## src/hw/rtl/checksummed_frame_receiver_defines.svh

```systemverilog
// Assertion macros shared by the checksummed frame receiver RTL.
// Depends on nothing; included by the modules that carry assertions.
`ifndef CHECKSUMMED_FRAME_RECEIVER_DEFINES_SVH
`define CHECKSUMMED_FRAME_RECEIVER_DEFINES_SVH

// Same-cycle implication, disabled during reset.
`define CFR_ASSERT_IMP(label, clk, rst, ante, cons, msg) \
   label: assert property (@(posedge clk) disable iff (rst) (ante) |-> (cons)) \
      else $error(msg);

// Next-cycle implication, disabled during reset.
`define CFR_ASSERT_NEXT(label, clk, rst, ante, cons, msg) \
   label: assert property (@(posedge clk) disable iff (rst) (ante) |=> (cons)) \
      else $error(msg);

`endif

```

## src/hw/rtl/cfr_pkg.sv

```systemverilog
// Types and codes shared by the checksummed frame receiver modules.
// Depends on nothing.
`timescale 1ns / 1ps
`default_nettype none

package cfr_pkg;

   // Parser phase, one-hot.
   typedef enum logic [4:0] {
      PH_HUNT    = 5'b00001,
      PH_LEN_HI  = 5'b00010,
      PH_LEN_LO  = 5'b00100,
      PH_PAYLOAD = 5'b01000,
      PH_CHECK   = 5'b10000
   } phase_type;

   // Result kind codes as seen on the result channel.
   typedef enum logic [2:0] {
      K_DATA     = 3'd0,
      K_GOOD     = 3'd1,
      K_BAD_ID   = 3'd2,
      K_TOO_LONG = 3'd3,
      K_BAD_SUM  = 3'd4
   } kind_type;

   // Configuration register indexes.
   localparam logic CSR_FRAME_ID    = 1'b0;
   localparam logic CSR_MAX_PAYLOAD = 1'b1;

   localparam logic [7:0]  FRAME_ID_RESET    = 8'h00;
   localparam logic [15:0] MAX_PAYLOAD_RESET = 16'hFFFF;

   typedef struct packed {
      logic [7:0]  frame_id;
      logic [15:0] max_payload;
   } cfg_type;

   typedef struct packed {
      kind_type    kind;
      logic [7:0]  data_byte;
      logic [15:0] frame_length;
   } item_type;

endpackage

`default_nettype wire

```

## src/hw/rtl/cfr_parser.sv

```systemverilog
// Frame parser: phase, length, countdown and running checksum registers.
// Depends on cfr_pkg and the assertion macro header.
`timescale 1ns / 1ps
`default_nettype none
`include "checksummed_frame_receiver_defines.svh"

module cfr_parser (
   input  wire logic              clock,
   input  wire logic              reset,
   input  wire logic              accept,
   input  wire logic [7:0]        rx_byte,
   input  wire cfr_pkg::cfg_type  cfg,
   output logic                   res_valid,
   output cfr_pkg::item_type      res_item
);

   cfr_pkg::phase_type phase_ff, phase_in;
   logic [15:0] length_ff, length_in;
   logic [15:0] left_ff, left_in;
   logic [7:0]  sum_ff, sum_in;
   logic [15:0] full_length;

   assign full_length = {length_ff[15:8], rx_byte};

   always_comb begin
      phase_in  = phase_ff;
      length_in = length_ff;
      left_in   = left_ff;
      sum_in    = sum_ff;
      res_valid = 1'b0;
      res_item.kind         = cfr_pkg::K_DATA;
      res_item.data_byte    = 8'h00;
      res_item.frame_length = 16'h0000;
      if (accept) begin
         unique case (phase_ff)
            cfr_pkg::PH_LEN_HI: begin
               length_in = {rx_byte, 8'h00};
               sum_in    = sum_ff + rx_byte;
               phase_in  = cfr_pkg::PH_LEN_LO;
            end
            cfr_pkg::PH_LEN_LO: begin
               length_in = full_length;
               sum_in    = sum_ff + rx_byte;
               if (full_length > cfg.max_payload) begin
                  phase_in              = cfr_pkg::PH_HUNT;
                  res_valid             = 1'b1;
                  res_item.kind         = cfr_pkg::K_TOO_LONG;
                  res_item.frame_length = full_length;
               end else begin
                  left_in  = full_length;
                  phase_in = (full_length == 16'h0000) ? cfr_pkg::PH_CHECK
                                                       : cfr_pkg::PH_PAYLOAD;
               end
            end
            cfr_pkg::PH_PAYLOAD: begin
               sum_in  = sum_ff + rx_byte;
               left_in = left_ff - 16'd1;
               if (left_ff == 16'd1) begin
                  phase_in = cfr_pkg::PH_CHECK;
               end
               res_valid          = 1'b1;
               res_item.kind      = cfr_pkg::K_DATA;
               res_item.data_byte = rx_byte;
            end
            cfr_pkg::PH_CHECK: begin
               phase_in              = cfr_pkg::PH_HUNT;
               res_valid             = 1'b1;
               res_item.kind         = (rx_byte == sum_ff) ? cfr_pkg::K_GOOD
                                                           : cfr_pkg::K_BAD_SUM;
               res_item.frame_length = length_ff;
            end
            default: begin
               if (rx_byte == cfg.frame_id) begin
                  sum_in    = rx_byte;
                  length_in = 16'h0000;
                  left_in   = 16'h0000;
                  phase_in  = cfr_pkg::PH_LEN_HI;
               end else begin
                  phase_in      = cfr_pkg::PH_HUNT;
                  res_valid     = 1'b1;
                  res_item.kind = cfr_pkg::K_BAD_ID;
               end
            end
         endcase
      end
   end

   always_ff @(posedge clock) begin
      if (reset) begin
         phase_ff  <= cfr_pkg::PH_HUNT;
         length_ff <= 16'h0000;
         left_ff   <= 16'h0000;
         sum_ff    <= 8'h00;
      end else begin
         phase_ff  <= phase_in;
         length_ff <= length_in;
         left_ff   <= left_in;
         sum_ff    <= sum_in;
      end
   end

   // A payload phase always has at least one byte still to come.
   `CFR_ASSERT_IMP(a_payload_left, clock, reset, phase_ff == cfr_pkg::PH_PAYLOAD,
      left_ff != 16'h0000, "payload phase with no bytes left")
   // Only payload results carry a data byte.
   `CFR_ASSERT_IMP(a_data_zero, clock, reset,
      res_valid && (res_item.kind != cfr_pkg::K_DATA),
      res_item.data_byte == 8'h00, "non-payload result with data byte")
   // Results are only produced for accepted items.
   `CFR_ASSERT_IMP(a_res_accept, clock, reset, res_valid, accept,
      "result without an accepted item")

endmodule

`default_nettype wire

```

## src/hw/rtl/cfr_out_buf.sv

```systemverilog
// Result register with a one-entry skid stage behind it.
// Depends on cfr_pkg and the assertion macro header.
`timescale 1ns / 1ps
`default_nettype none
`include "checksummed_frame_receiver_defines.svh"

module cfr_out_buf (
   input  wire logic               clock,
   input  wire logic               reset,
   input  wire logic               push_valid,
   input  wire cfr_pkg::item_type  push_item,
   input  wire logic               rsp_stall,
   output logic                    rsp_valid,
   output cfr_pkg::item_type       rsp_item,
   output logic                    full
);

   logic out_valid_ff, out_valid_in;
   logic skid_valid_ff, skid_valid_in;
   cfr_pkg::item_type out_ff, out_in;
   cfr_pkg::item_type skid_ff, skid_in;
   logic pop;

   assign pop = out_valid_ff && !rsp_stall;

   always_comb begin
      out_valid_in  = out_valid_ff;
      skid_valid_in = skid_valid_ff;
      out_in        = out_ff;
      skid_in       = skid_ff;
      if (skid_valid_ff) begin
         if (pop) begin
            out_in        = skid_ff;
            skid_valid_in = 1'b0;
         end
      end else if (push_valid) begin
         if (!out_valid_ff || pop) begin
            out_in       = push_item;
            out_valid_in = 1'b1;
         end else begin
            skid_in       = push_item;
            skid_valid_in = 1'b1;
         end
      end else if (pop) begin
         out_valid_in = 1'b0;
      end
   end

   always_ff @(posedge clock) begin
      if (reset) begin
         out_valid_ff  <= 1'b0;
         skid_valid_ff <= 1'b0;
      end else begin
         out_valid_ff  <= out_valid_in;
         skid_valid_ff <= skid_valid_in;
      end
   end

   always_ff @(posedge clock) begin
      out_ff  <= out_in;
      skid_ff <= skid_in;
   end

   assign rsp_valid = out_valid_ff;
   assign rsp_item  = out_ff;
   assign full      = skid_valid_ff;

   // The skid stage only fills behind a waiting result.
   `CFR_ASSERT_IMP(a_skid_behind, clock, reset, skid_valid_ff, out_valid_ff,
      "skid stage holds an item while the result register is empty")
   // Nothing is pushed while the skid stage is occupied.
   `CFR_ASSERT_IMP(a_no_overrun, clock, reset, push_valid, !skid_valid_ff,
      "item pushed into a full buffer")
   // A drained skid item moves forward and frees the stage.
   `CFR_ASSERT_NEXT(a_skid_drain, clock, reset, skid_valid_ff && !rsp_stall,
      out_valid_ff && !skid_valid_ff, "skid item not moved forward")

endmodule

`default_nettype wire

```

## src/hw/rtl/checksummed_frame_receiver.sv

```systemverilog
// Checksummed frame receiver top level; uses cfr_pkg, cfr_parser and cfr_out_buf.
// A result is registered in the result buffer before the rsp_ channel shows it.
// Throughput: one byte per cycle; req_stall holds it off only while two results wait.
// Reset (synchronous, active high) returns the parser to hunting, empties the
// result buffer and sets frame_id to 0 and max_payload to 65535.
`timescale 1ns / 1ps
`default_nettype none

module checksummed_frame_receiver (
   input  wire logic        clock,
   input  wire logic        reset,
   // Received byte channel.
   input  wire logic        req_valid,
   output logic             req_stall,
   input  wire logic [7:0]  req_rx_byte,
   // Result channel.
   output logic             rsp_valid,
   input  wire logic        rsp_stall,
   output logic [2:0]       rsp_kind,
   output logic [7:0]       rsp_data_byte,
   output logic [15:0]      rsp_frame_length,
   // Configuration write port.
   input  wire logic        csr_write,
   input  wire logic        csr_index,
   input  wire logic [15:0] csr_wdata
);

   // The configuration registers live here. A write takes effect on the next
   // item: frame_id is only looked at while hunting, max_payload only when
   // the low length byte arrives.
   cfr_pkg::cfg_type cfg_ff, cfg_in;

   always_comb begin
      cfg_in = cfg_ff;
      if (csr_write) begin
         unique case (csr_index)
            cfr_pkg::CSR_FRAME_ID:    cfg_in.frame_id    = csr_wdata[7:0];
            cfr_pkg::CSR_MAX_PAYLOAD: cfg_in.max_payload = csr_wdata;
            default:                  cfg_in             = cfg_ff;
         endcase
      end
   end

   always_ff @(posedge clock) begin
      if (reset) begin
         cfg_ff.frame_id    <= cfr_pkg::FRAME_ID_RESET;
         cfg_ff.max_payload <= cfr_pkg::MAX_PAYLOAD_RESET;
      end else begin
         cfg_ff <= cfg_in;
      end
   end

   // An item is taken whenever the skid stage of the result buffer is free.
   // The stall is a plain register output, so it never depends on req_valid.
   logic               accept;
   logic               res_valid;
   cfr_pkg::item_type  res_item;
   cfr_pkg::item_type  out_item;
   logic               buf_full;

   assign req_stall = buf_full;
   assign accept    = req_valid && !buf_full;

   // The parser consumes one byte per accepted item in a single pass and
   // produces at most one result for it.
   cfr_parser u_parser (
      .clock     (clock),
      .reset     (reset),
      .accept    (accept),
      .rx_byte   (req_rx_byte),
      .cfg       (cfg_ff),
      .res_valid (res_valid),
      .res_item  (res_item)
   );

   // The result register and its skid stage decouple the two channels, so a
   // new byte is taken while a finished result still waits to be read.
   cfr_out_buf u_out_buf (
      .clock      (clock),
      .reset      (reset),
      .push_valid (res_valid),
      .push_item  (res_item),
      .rsp_stall  (rsp_stall),
      .rsp_valid  (rsp_valid),
      .rsp_item   (out_item),
      .full       (buf_full)
   );

   assign rsp_kind         = out_item.kind;
   assign rsp_data_byte    = out_item.data_byte;
   assign rsp_frame_length = out_item.frame_length;

endmodule

`default_nettype wire

```

## config.mk

```make
export PLATFORM = sky130hd
export DESIGN_NAME = checksummed_frame_receiver
export DESIGN_NICKNAME = d
export VERILOG_FILES = /design/src/hw/rtl/cfr_pkg.sv /design/src/hw/rtl/cfr_parser.sv /design/src/hw/rtl/cfr_out_buf.sv /design/src/hw/rtl/checksummed_frame_receiver.sv
export VERILOG_INCLUDE_DIRS = /design/src /design/src/hw/rtl
export SDC_FILE = /design/constraint.sdc
export NUM_CORES = 1
export LEC_CHECK = 0
export ABC_CLOCK_PERIOD_IN_PS = 6000
export BUFFER_PORTS_ARGS = -buffer_cell sky130_fd_sc_hd__buf_4
export CAP_MARGIN = 40
export CORE_ASPECT_RATIO = 0.6
export CORE_UTILIZATION = 55
export CTS_CLUSTER_SIZE = 12
export DETAILED_ROUTE_END_ITERATION = 10
export PLACE_DENSITY = 0.81
export SLEW_MARGIN = 0
export SYNTH_ARGS = -nofsm -noshare
export SYNTH_HDL_FRONTEND = slang
export SYNTH_SLANG_ARGS = --single-unit
```

## constraint.sdc

```tcl
create_clock -name clock -period 6 [get_ports clock]
set_input_delay 0.9 -clock clock [delete_from_list [all_inputs] [get_ports clock]]
set_output_delay 0.9 -clock clock [all_outputs]
set_load 0.05 [all_outputs]
```

## Word level (Yosys, flattened, before mapping)

Index checks and enable logic that the tools add are counted.

- $add $sub $neg: 2
- $lt $le $gt $ge: 1
- Equality and inequality tests: 11
- Multiplexer cells: 34
- Bitwise operators: 7
- Reductions and logical operators: 28

Operators by type and width:

| operator | count |
|---|---|
| 27-bit 2-to-1 mux | 5 |
| 16-bit one-hot mux with 3 select lines | 2 |
| 16-bit 2-to-1 mux | 3 |
| 16-bit one-hot mux with 2 select lines | 1 |
| 5-bit one-hot mux with 4 select lines | 1 |
| 16-bit by 1-bit equality test with 1-bit output (second input constant) | 1 |
| 8-bit equality test | 2 |
| 16-bit > comparator | 1 |
| 16-bit zero test | 1 |
| 8-bit 2-to-1 mux | 2 |
| 8-bit one-hot mux with 2 select lines | 1 |
| 16-bit by 1-bit subtractor with 16-bit output (second input constant) | 1 |
| 5-bit 2-to-1 mux | 3 |
| 3-bit AND reduction | 5 |
| 1-bit 2-to-1 mux | 10 |
| 2-bit nonzero test | 5 |
| 3-bit one-hot mux with 3 select lines | 1 |
| 8-bit adder | 1 |
| 4-bit AND reduction | 2 |
| 1-bit inverter | 7 |
| 2-bit 2-to-1 mux | 3 |
| 2-bit AND reduction | 3 |
| 3-bit nonzero test | 2 |
| 2-bit OR reduction | 3 |
| other kinds (12) | 17 |

- Register bits after elaboration: 125

## Depth between registers and ports, before layout

Gate-level depths: netlist (run 1).

- Depth in word-level cells: 7
- Gate-level depth with buffers: 9
- Gate-level depth less buffers: 9

## Cells and area by module

From an unflattened synthesis (run 1), not the netlist that was laid out.

- Cell total of the unflattened synthesis: 625
- Area, all modules: 6,526.3 um^2

By module, submodules not included:

| module | times used | cells each | area an instance (um^2) | seq. area each (um^2) |
|---|---|---|---|---|
| cfr_parser | 1 | 438 | 3,387.0 | 900.9 |
| cfr_out_buf | 1 | 96 | 2,169.6 | 1,661.6 |
| checksummed_frame_receiver | 1 | 91 | 969.7 | 480.5 |

## Worst setup path after synthesis (run 1)

No wires, ideal clock.

- Kind: input -> register
- Start: in req_rx_byte[1]
- End: reg u_out_buf.out_ff (netlist bit u_out_buf.rsp_item[0]), enable pin
- Library setup time: 449 ps
- Data arrival time: 4,321 ps
- Required time: 5,551 ps
- Slack: 1,231 ps
- Cell stages on the path: 8
- Path buffers: 1
- Cells stage by stage: ha_1 > nor2b_1 > o211ai_1 > a2111o_1 > o211ai_1 > buf_2 > a21oi_1 > o21ai_0

- Word-level cells in the longest chain between the ends: 6
- Elaborated cells on any way between the ends: 8

RTL lines:

| element | line | text |
|---|---|---|
| from (decl) | checksummed_frame_receiver.sv:15 | `input wire logic [7:0] req_rx_byte,` |
| 16-bit > comparator or 8-bit equality test (tied branches) | cfr_parser.sv:44, cfr_parser.sv:73 |  |
| 1-bit 2-to-1 mux, on equally long branches | cfr_parser.sv:44, cfr_parser.sv:73 |  |
| 1-bit one-hot mux with 3 select lines * | cfr_parser.sv:35 | `unique case (phase_ff)` |
| 1-bit 2-to-1 mux * | cfr_parser.sv:34 | `if (accept) begin` |
| 2-bit nonzero test (no line) * | n/a |  |
| 3-bit AND reduction (no line) * | n/a |  |
| to (signal assigned) | cfr_out_buf.sv:60 | `out_ff <= out_in;` |
| to (decl) | cfr_out_buf.sv:20 | `cfr_pkg::item_type out_ff, out_in;` |

Mark *: on every way between the ends. The rest lies on a longest branch, timed or not.
A chain may end at the register's enable or synchronous reset.

## Worst setup path in the final report (run 1)

- Start: in req_rx_byte[7]
- End: reg u_out_buf.skid_ff[12] in the netlist's numbering, enable pin

- Word-level cells in the longest chain between the ends: 5
- Elaborated cells on any way between the ends: 7

RTL lines:

| element | line | text |
|---|---|---|
| 16-bit > comparator or 8-bit equality test (tied branches) | cfr_parser.sv:44, cfr_parser.sv:73 |  |
| 1-bit 2-to-1 mux, on equally long branches | cfr_parser.sv:44, cfr_parser.sv:73 |  |
| 1-bit one-hot mux with 3 select lines * | cfr_parser.sv:35 |  |
| 1-bit 2-to-1 mux * | cfr_parser.sv:34 |  |
| 3-bit AND reduction (no line) * | n/a |  |
| to (signal assigned) | cfr_out_buf.sv:61 | `skid_ff <= skid_in;` |
| to (decl) | cfr_out_buf.sv:21 | `cfr_pkg::item_type skid_ff, skid_in;` |

Marked as above.

==> results_dict.tcl, run 1 <==
set metrics [dict create \
    yosys.area_share.simple_pct 18.55 \
    crit_path_cell_trace "buf_4 -> ha_1 -> nand4_1 -> a2111o_1 -> o211ai_1 -> buf_4 -> a21oi_1 -> nor3_2 -> buf_4" \
    pin_count 59 \
    synth_top_family_by_area "compound AO/OA/AOI/OAI gates" \
    setup-tns-final_ps 0 \
    ant_nets 0 \
    drc 0 \
    cp_common_cell "buf_4" \
    relSlewSlack_pct 39.69 \
    drt_iter0_drc 631 \
    clk_latency_ps 430 \
    synthDistinctLibCells 73 \
    vias 5582 \
    crit_type "in2reg" \
    postSynthAreaPerCell_um2 9.740 \
    fin_crit_sh_pct 60.42 \
    required_ps 6100 \
    track_usage_pct 29.42 \
    wl_um 17190 \
    syn_area_um2 6555 \
    die_h_um 86.57 \
    synth_edf_count 54 \
    leakagePower_nw 3.196 \
    rows 30 \
    arrival_ps 3730 \
    path_max_fanout 17 \
    fp.dieW_um 142.9 \
    ctsLongestPathBuffers 2 \
    n_antenna_cell 0 \
    drive_gt1_share_pct 18.02 \
    worst_pin_slew_ps 902.0 \
    muxShareOfSynthArea_pct 2.291 \
    fmax_mhz 275.8 \
    yosysSeqAreaShare_pct 46.42 \
    power_frac_clock_pct 48.1 \
    htree_levels 4 \
    routedWlPerCell_um 19.38 \
    ys_warn_count 0 \
    intPower_mw 1.608 \
    grt_overflow 0 \
    syn_to_final_growth_pct 16.87 \
    cts_tree "built" \
    hold_viol_final 0 \
    core_um2 11450 \
    async_reset_ff_share_pct 0 \
    start_util_pct 57.26 \
    cp-start-kind "primary input" \
    root_buffer "clkbuf_16" \
    synth_cells 673 \
    power_switching_share_pct 26.34 \
    critPathMaxStageDelay_ps 770 \
    grt_max_degree 54 \
    io_buffer_count 58 \
    synth-adder-area-share_pct 5.077 \
    grt_pass1_wl_um 27420 \
    critPathCaptureType "flip-flop" \
    clock_skew_ps 11.72 \
    fin_nets 770 \
    status "finished clean" \
    place_hpwl_um 11650 \
    antenna_found_initial 0 \
    grt_pass1_vias 5312 \
    synth-compound-area-share_pct 20.42 \
    drtPass1Iterations 5 \
    comb_power_share_pct 9.4 \
    p_sw_mw 0.5752 \
    rsz0062_at_grt "no" \
    cts.clk_slew.worst_paths_ps 60 \
    synth-main-ff-cell "dfxtp_1" \
    cts.repair.resized 0 \
    synth_nets 729 \
    slew_violations 0 \
    crit_slowest_cell "nor3_2" \
    dieArea_um2 12370 \
    post_cts_buffers 0 \
    final-setup-viol-count 0 \
    ir_drop_mv 0.2065 \
    ys_seq_elements 125 \
    gp_congestion 0.9010 \
    p_total_mw 2.183 \
    pwr-share-seq_pct 42.5 \
    via_per_inst 6.293 \
    hold_class "reg2reg" \
    power.density_cell_area_nw_per_um2 285.0 \
    maxCapViolCount 0 \
    min_period_ps 3625 \
    synthXorXnorAreaFrac_pct 2.138 \
    numCtsBuffers 17 \
    clock_sinks 125 \
    ctsHoldBuffers 0 \
]
==> routing by layer <==
metal | up-vias | GRT usage, % | share of wire (%)
li1 | 2571 | - | -
met1 | 2619 | 37.95 | 41
met2 | 339 | 46.52 | 45
met3 | 53 | 9.006 | 11
met4 | 0 | 11.44 | 2.3
met5 | - | 0 | 0
==> per-stage QoR <==
stage	instance area (µm²)	worst slack, ps	hold slack (ps)	cells	util (%)
floorplan	6555	1231	440.5	673	-
global placement	7038	2120	455.1	853	61.48
detailed placement	7061	1983	460.7	855	61.67
CTS	7661	2398	471.9	887	66.92
global route	7661	2201	495.4	887	66.92
finish	7661	2375	468.8	887	66.92
==> sequential cells by signal, summed over array words and instances, names as in the netlist <==
name and count:
u_parser.sum_ff 8, u_out_buf.full 1, cfg_ff 24, u_out_buf.rsp_item 27, u_out_buf.skid_ff 27, u_parser.length_ff 16
u_parser.phase_ff 5, u_parser.left_ff 16, u_out_buf.rsp_valid 1
==> path summary, 6_finish.rpt <==
| check | slack, ps | end | startpoint | depth (start not counted) |
|---|---|---|---|---|
| setup / recovery | 2370 | u_out_buf.skid_ff[12] | req_rx_byte[7] | 9 |
| hold reg to reg | 470 | cfg_ff[4] | cfg_ff[4] | 2 |
| hold / removal | 470 | cfg_ff[4] | cfg_ff[4] | 2 |
| setup reg to reg | 2450 | u_out_buf.skid_ff[12] | u_parser.length_ff[15] | 8 |
==> cell usage after synthesis (5+ instances only) <==
master    number  area (µm²)
and3_1        13       81.33
a31oi_1        5       31.28
nand2_1       60       225.2
a221o_1        5       50.05
nor2b_1        5       31.28
and2_1         8       50.05
inv_1         34       127.6
nor2_1        58       217.7
a22o_1        10       87.58
a21o_1        14       105.1
a221oi_2       7       105.1
a211oi_1      10       75.07
ha_1          25       312.8
dfxtp_1       71        1421
nand2b_1      10       62.56
nand3_1       40       200.2
nand4_1        7       43.79
nor3_1         9       45.04
buf_2          9       45.04
nor4_1         6       37.54
mux2i_1       15       150.1
clkbuf_1      29       108.9
a22oi_1       15       112.6
o21ai_0       25       125.1
a21oi_1       31       155.2
edfxtp_1      54        1622
xnor2_1       14       122.6
==> worst max-delay path: cells and delay by family <==
kind | cells | cell delay (ps)
AND/OR/NAND/NOR | 2 | 980
buffers and inverters | 3 | 830
AO/OA/AOI/OAI | 3 | 670
adder cells (fa/ha/maj) | 1 | 350
==> cells by family after synthesis <==
logic type / after synthesis
and+or+nand+nor: 239
AOI/OAI and AO/OA: 174
DFF: 125
buffers and inverters: 78
adders and majority gates: 26
xor gates and xnor gates: 16
muxes: 15
==> layout by cell type (no fill, tap or decap), types with 10 or more instances in the layout <==
master,count
edfxtp_1,54
a21oi_1,31
buf_4,65
nand2b_1,10
nand2_1,60
a211oi_1,10
ha_1,25
a22oi_1,15
mux2i_1,15
dfxtp_1,71
and3_1,13
nand3_1,40
o21ai_0,24
a21o_1,14
nor2_1,58
inv_1,34
a22o_1,10
clkbuf_16,17
xnor2_1,14
==> power groups by stage <==
stage	Clock (mW)	Combinational [mW]	Sequential, mW
3_3_place_gp	0	0.195	0.946
6_report	1.05	0.205	0.929
5_1_grt	1.09	0.220	0.932
4_1_cts	1.05	0.204	0.929
3_5_place_dp	0	0.202	0.947
2_1_floorplan	0	0.0857	0.997
==> area by class of cell <==
| class | instances | area (µm²) |
|---|---|---|
| tap | 160 | 200.2 |
| timing repair buffer | 66 | 503.0 |
| sequential | 125 | 3043 |
| inverter | 34 | 127.6 |
| fill | 879 | 3787 |
| clock buffer | 17 | 425.4 |
| multi-input combinational | 470 | 3187 |
| clock inverter | 15 | 175.2 |
(Power assumes the default switching activity.)
==> inputs of run 2 (changes only) <==
--- a/config.mk
+++ b/config.mk
@@ -6,7 +6,7 @@
 export SDC_FILE = /design/constraint.sdc
 export NUM_CORES = 1
 export LEC_CHECK = 0
-export ABC_CLOCK_PERIOD_IN_PS = 6000
+export ABC_CLOCK_PERIOD_IN_PS = 3500
 export BUFFER_PORTS_ARGS = -buffer_cell sky130_fd_sc_hd__buf_4
 export CAP_MARGIN = 40
 export CORE_ASPECT_RATIO = 0.6
==> constraint.sdc (replaced) <==
create_clock -name clock -period 3.5 [get_ports clock]
set_input_delay 0.525 -clock clock [delete_from_list [all_inputs] [get_ports clock]]
set_output_delay 0.525 -clock clock [all_outputs]
set_load 0.05 [all_outputs]
==> results_dict.tcl, run 2 (synthesized netlist as in run 1, its figures left out) <==
set metrics [dict create \
    status "finished clean" \
    rsz0062_at_grt "no" \
    numCtsBuffers 17 \
    drc 0 \
    clk_latency_ps 430 \
    pin_count 59 \
    core_um2 11450 \
    vias 5682 \
    routedWlPerCell_um 19.72 \
    layout_commonest_cell "buf_4" \
    arrival_ps 3190 \
    hold_viol_final 0 \
    slew_violations 0 \
    ir_drop_mv 0.3654 \
    final_cell_mix "buf_4 (74), dfxtp_1 (71), nand2_1 (60), nor2_1 (58), edfxtp_1 (54)" \
    drtPass1Iterations 5 \
    gp_congestion 0.9051 \
    syn_to_final_growth_pct 18.17 \
    root_buffer "clkbuf_16" \
    cts.clk_slew.worst_paths_ps 60 \
    drive_gt1_share_pct 18.91 \
    relSlewSlack_pct 38.20 \
    worst_pin_slew_ps 923.5 \
    grt_pass1_wl_um 28700 \
    track_usage_pct 30.79 \
    ant_nets 0 \
    grt_overflow 0 \
    post_cts_buffers 0 \
    clock_sinks 125 \
    start_util_pct 57.26 \
    crit_type "reg2reg" \
    htree_levels 4 \
    via_per_inst 6.342 \
    leakagePower_nw 3.240 \
    hold_class "in2reg" \
    antenna_found_initial 1 \
    maxCapViolCount 0 \
    place_hpwl_um 12050 \
    min_period_ps 3066 \
    grt_max_degree 54 \
    path_max_fanout 16 \
    place_area_um2 7119 \
    cts_tree "built" \
    grt_pass1_vias 5517 \
    fin_crit_sh_pct 87.60 \
    design_area_um2 7746 \
    setup-tns-final_ps 0 \
    die_h_um 86.57 \
    power.density_cell_area_nw_per_um2 494.3 \
    drt_iter0_drc 794 \
    clock_skew_ps 8.272 \
    cp-start-kind "flip-flop" \
    critPathCaptureType "flip-flop" \
    cts.repair.resized 0 \
    wl_um 17670 \
    fin_nets 778 \
    ctsLongestPathBuffers 2 \
    required_ps 3620 \
    dieArea_um2 12370 \
    io_buffer_count 58 \
    final-setup-viol-count 0 \
    fp.dieW_um 142.9 \
    ctsHoldBuffers 0 \
    fmax_mhz 326.2 \
    rows 30 \
]
run 2: metal layers:
layer,wire [µm],track usage [%],up-vias
li1,-,-,2578
met1,7584,41.21,2738
met2,8074,48.78,331
met3,1697,7.680,35
met4,314,10.95,0
met5,0,0,-
run 2: path summary, 6_finish.rpt:
kind	from	endpoint	slack [ps]	cells past startpoint
max	u_parser.length_ff[11]	u_out_buf.rsp_item[7]	430	8
min	csr_wdata[12]	cfg_ff[12]	330	3
max reg2reg	u_parser.length_ff[11]	u_out_buf.rsp_item[7]	430	8
min reg2reg	cfg_ff[14]	cfg_ff[14]	470	2
run 2: stage by stage:
step	hold WS (ps)	worst slack, ps	util, %	instances	power, mW
after CTS	327.6	435.1	67.64	895	3.837
final	330.0	434.1	67.66	896	3.829
after floorplan	440.5	282.3	-	673	1.856
after global routing	340.9	294.0	67.64	895	3.926
after global placement	455.9	345.0	62.19	863	1.963
after detailed placement	464.9	196.4	62.19	863	1.979
run 2: critical path, stage by stage, from the launching register on:
cell and delay (ps):
dfxtp_1 390, ha_1 380, nand4_1 250, a2111o_1 430, o211ai_1 150, a21oi_1 110
buf_4 180, o21ai_2 520, buf_4 340
run 2: where the power goes:
part	internal, mW	switching (mW)
Combinational	0.115	0.245
Sequential	1.57	0.0216
Clock	1.15	0.730
Total	2.83	0.997
run 2: cell type report:
| cell class | instances | area (µm²) |
|---|---|---|
| flip-flops and latches | 125 | 3043 |
| clock inverters | 15 | 198.9 |
| inverters | 34 | 127.6 |
| repair buffers | 74 | 555.5 |
| fillers | 863 | 3702 |
| multi-input cells | 470 | 3193 |
| clock buffers | 17 | 425.4 |
| diodes | 1 | 2.502 |
| well taps | 160 | 200.2 |
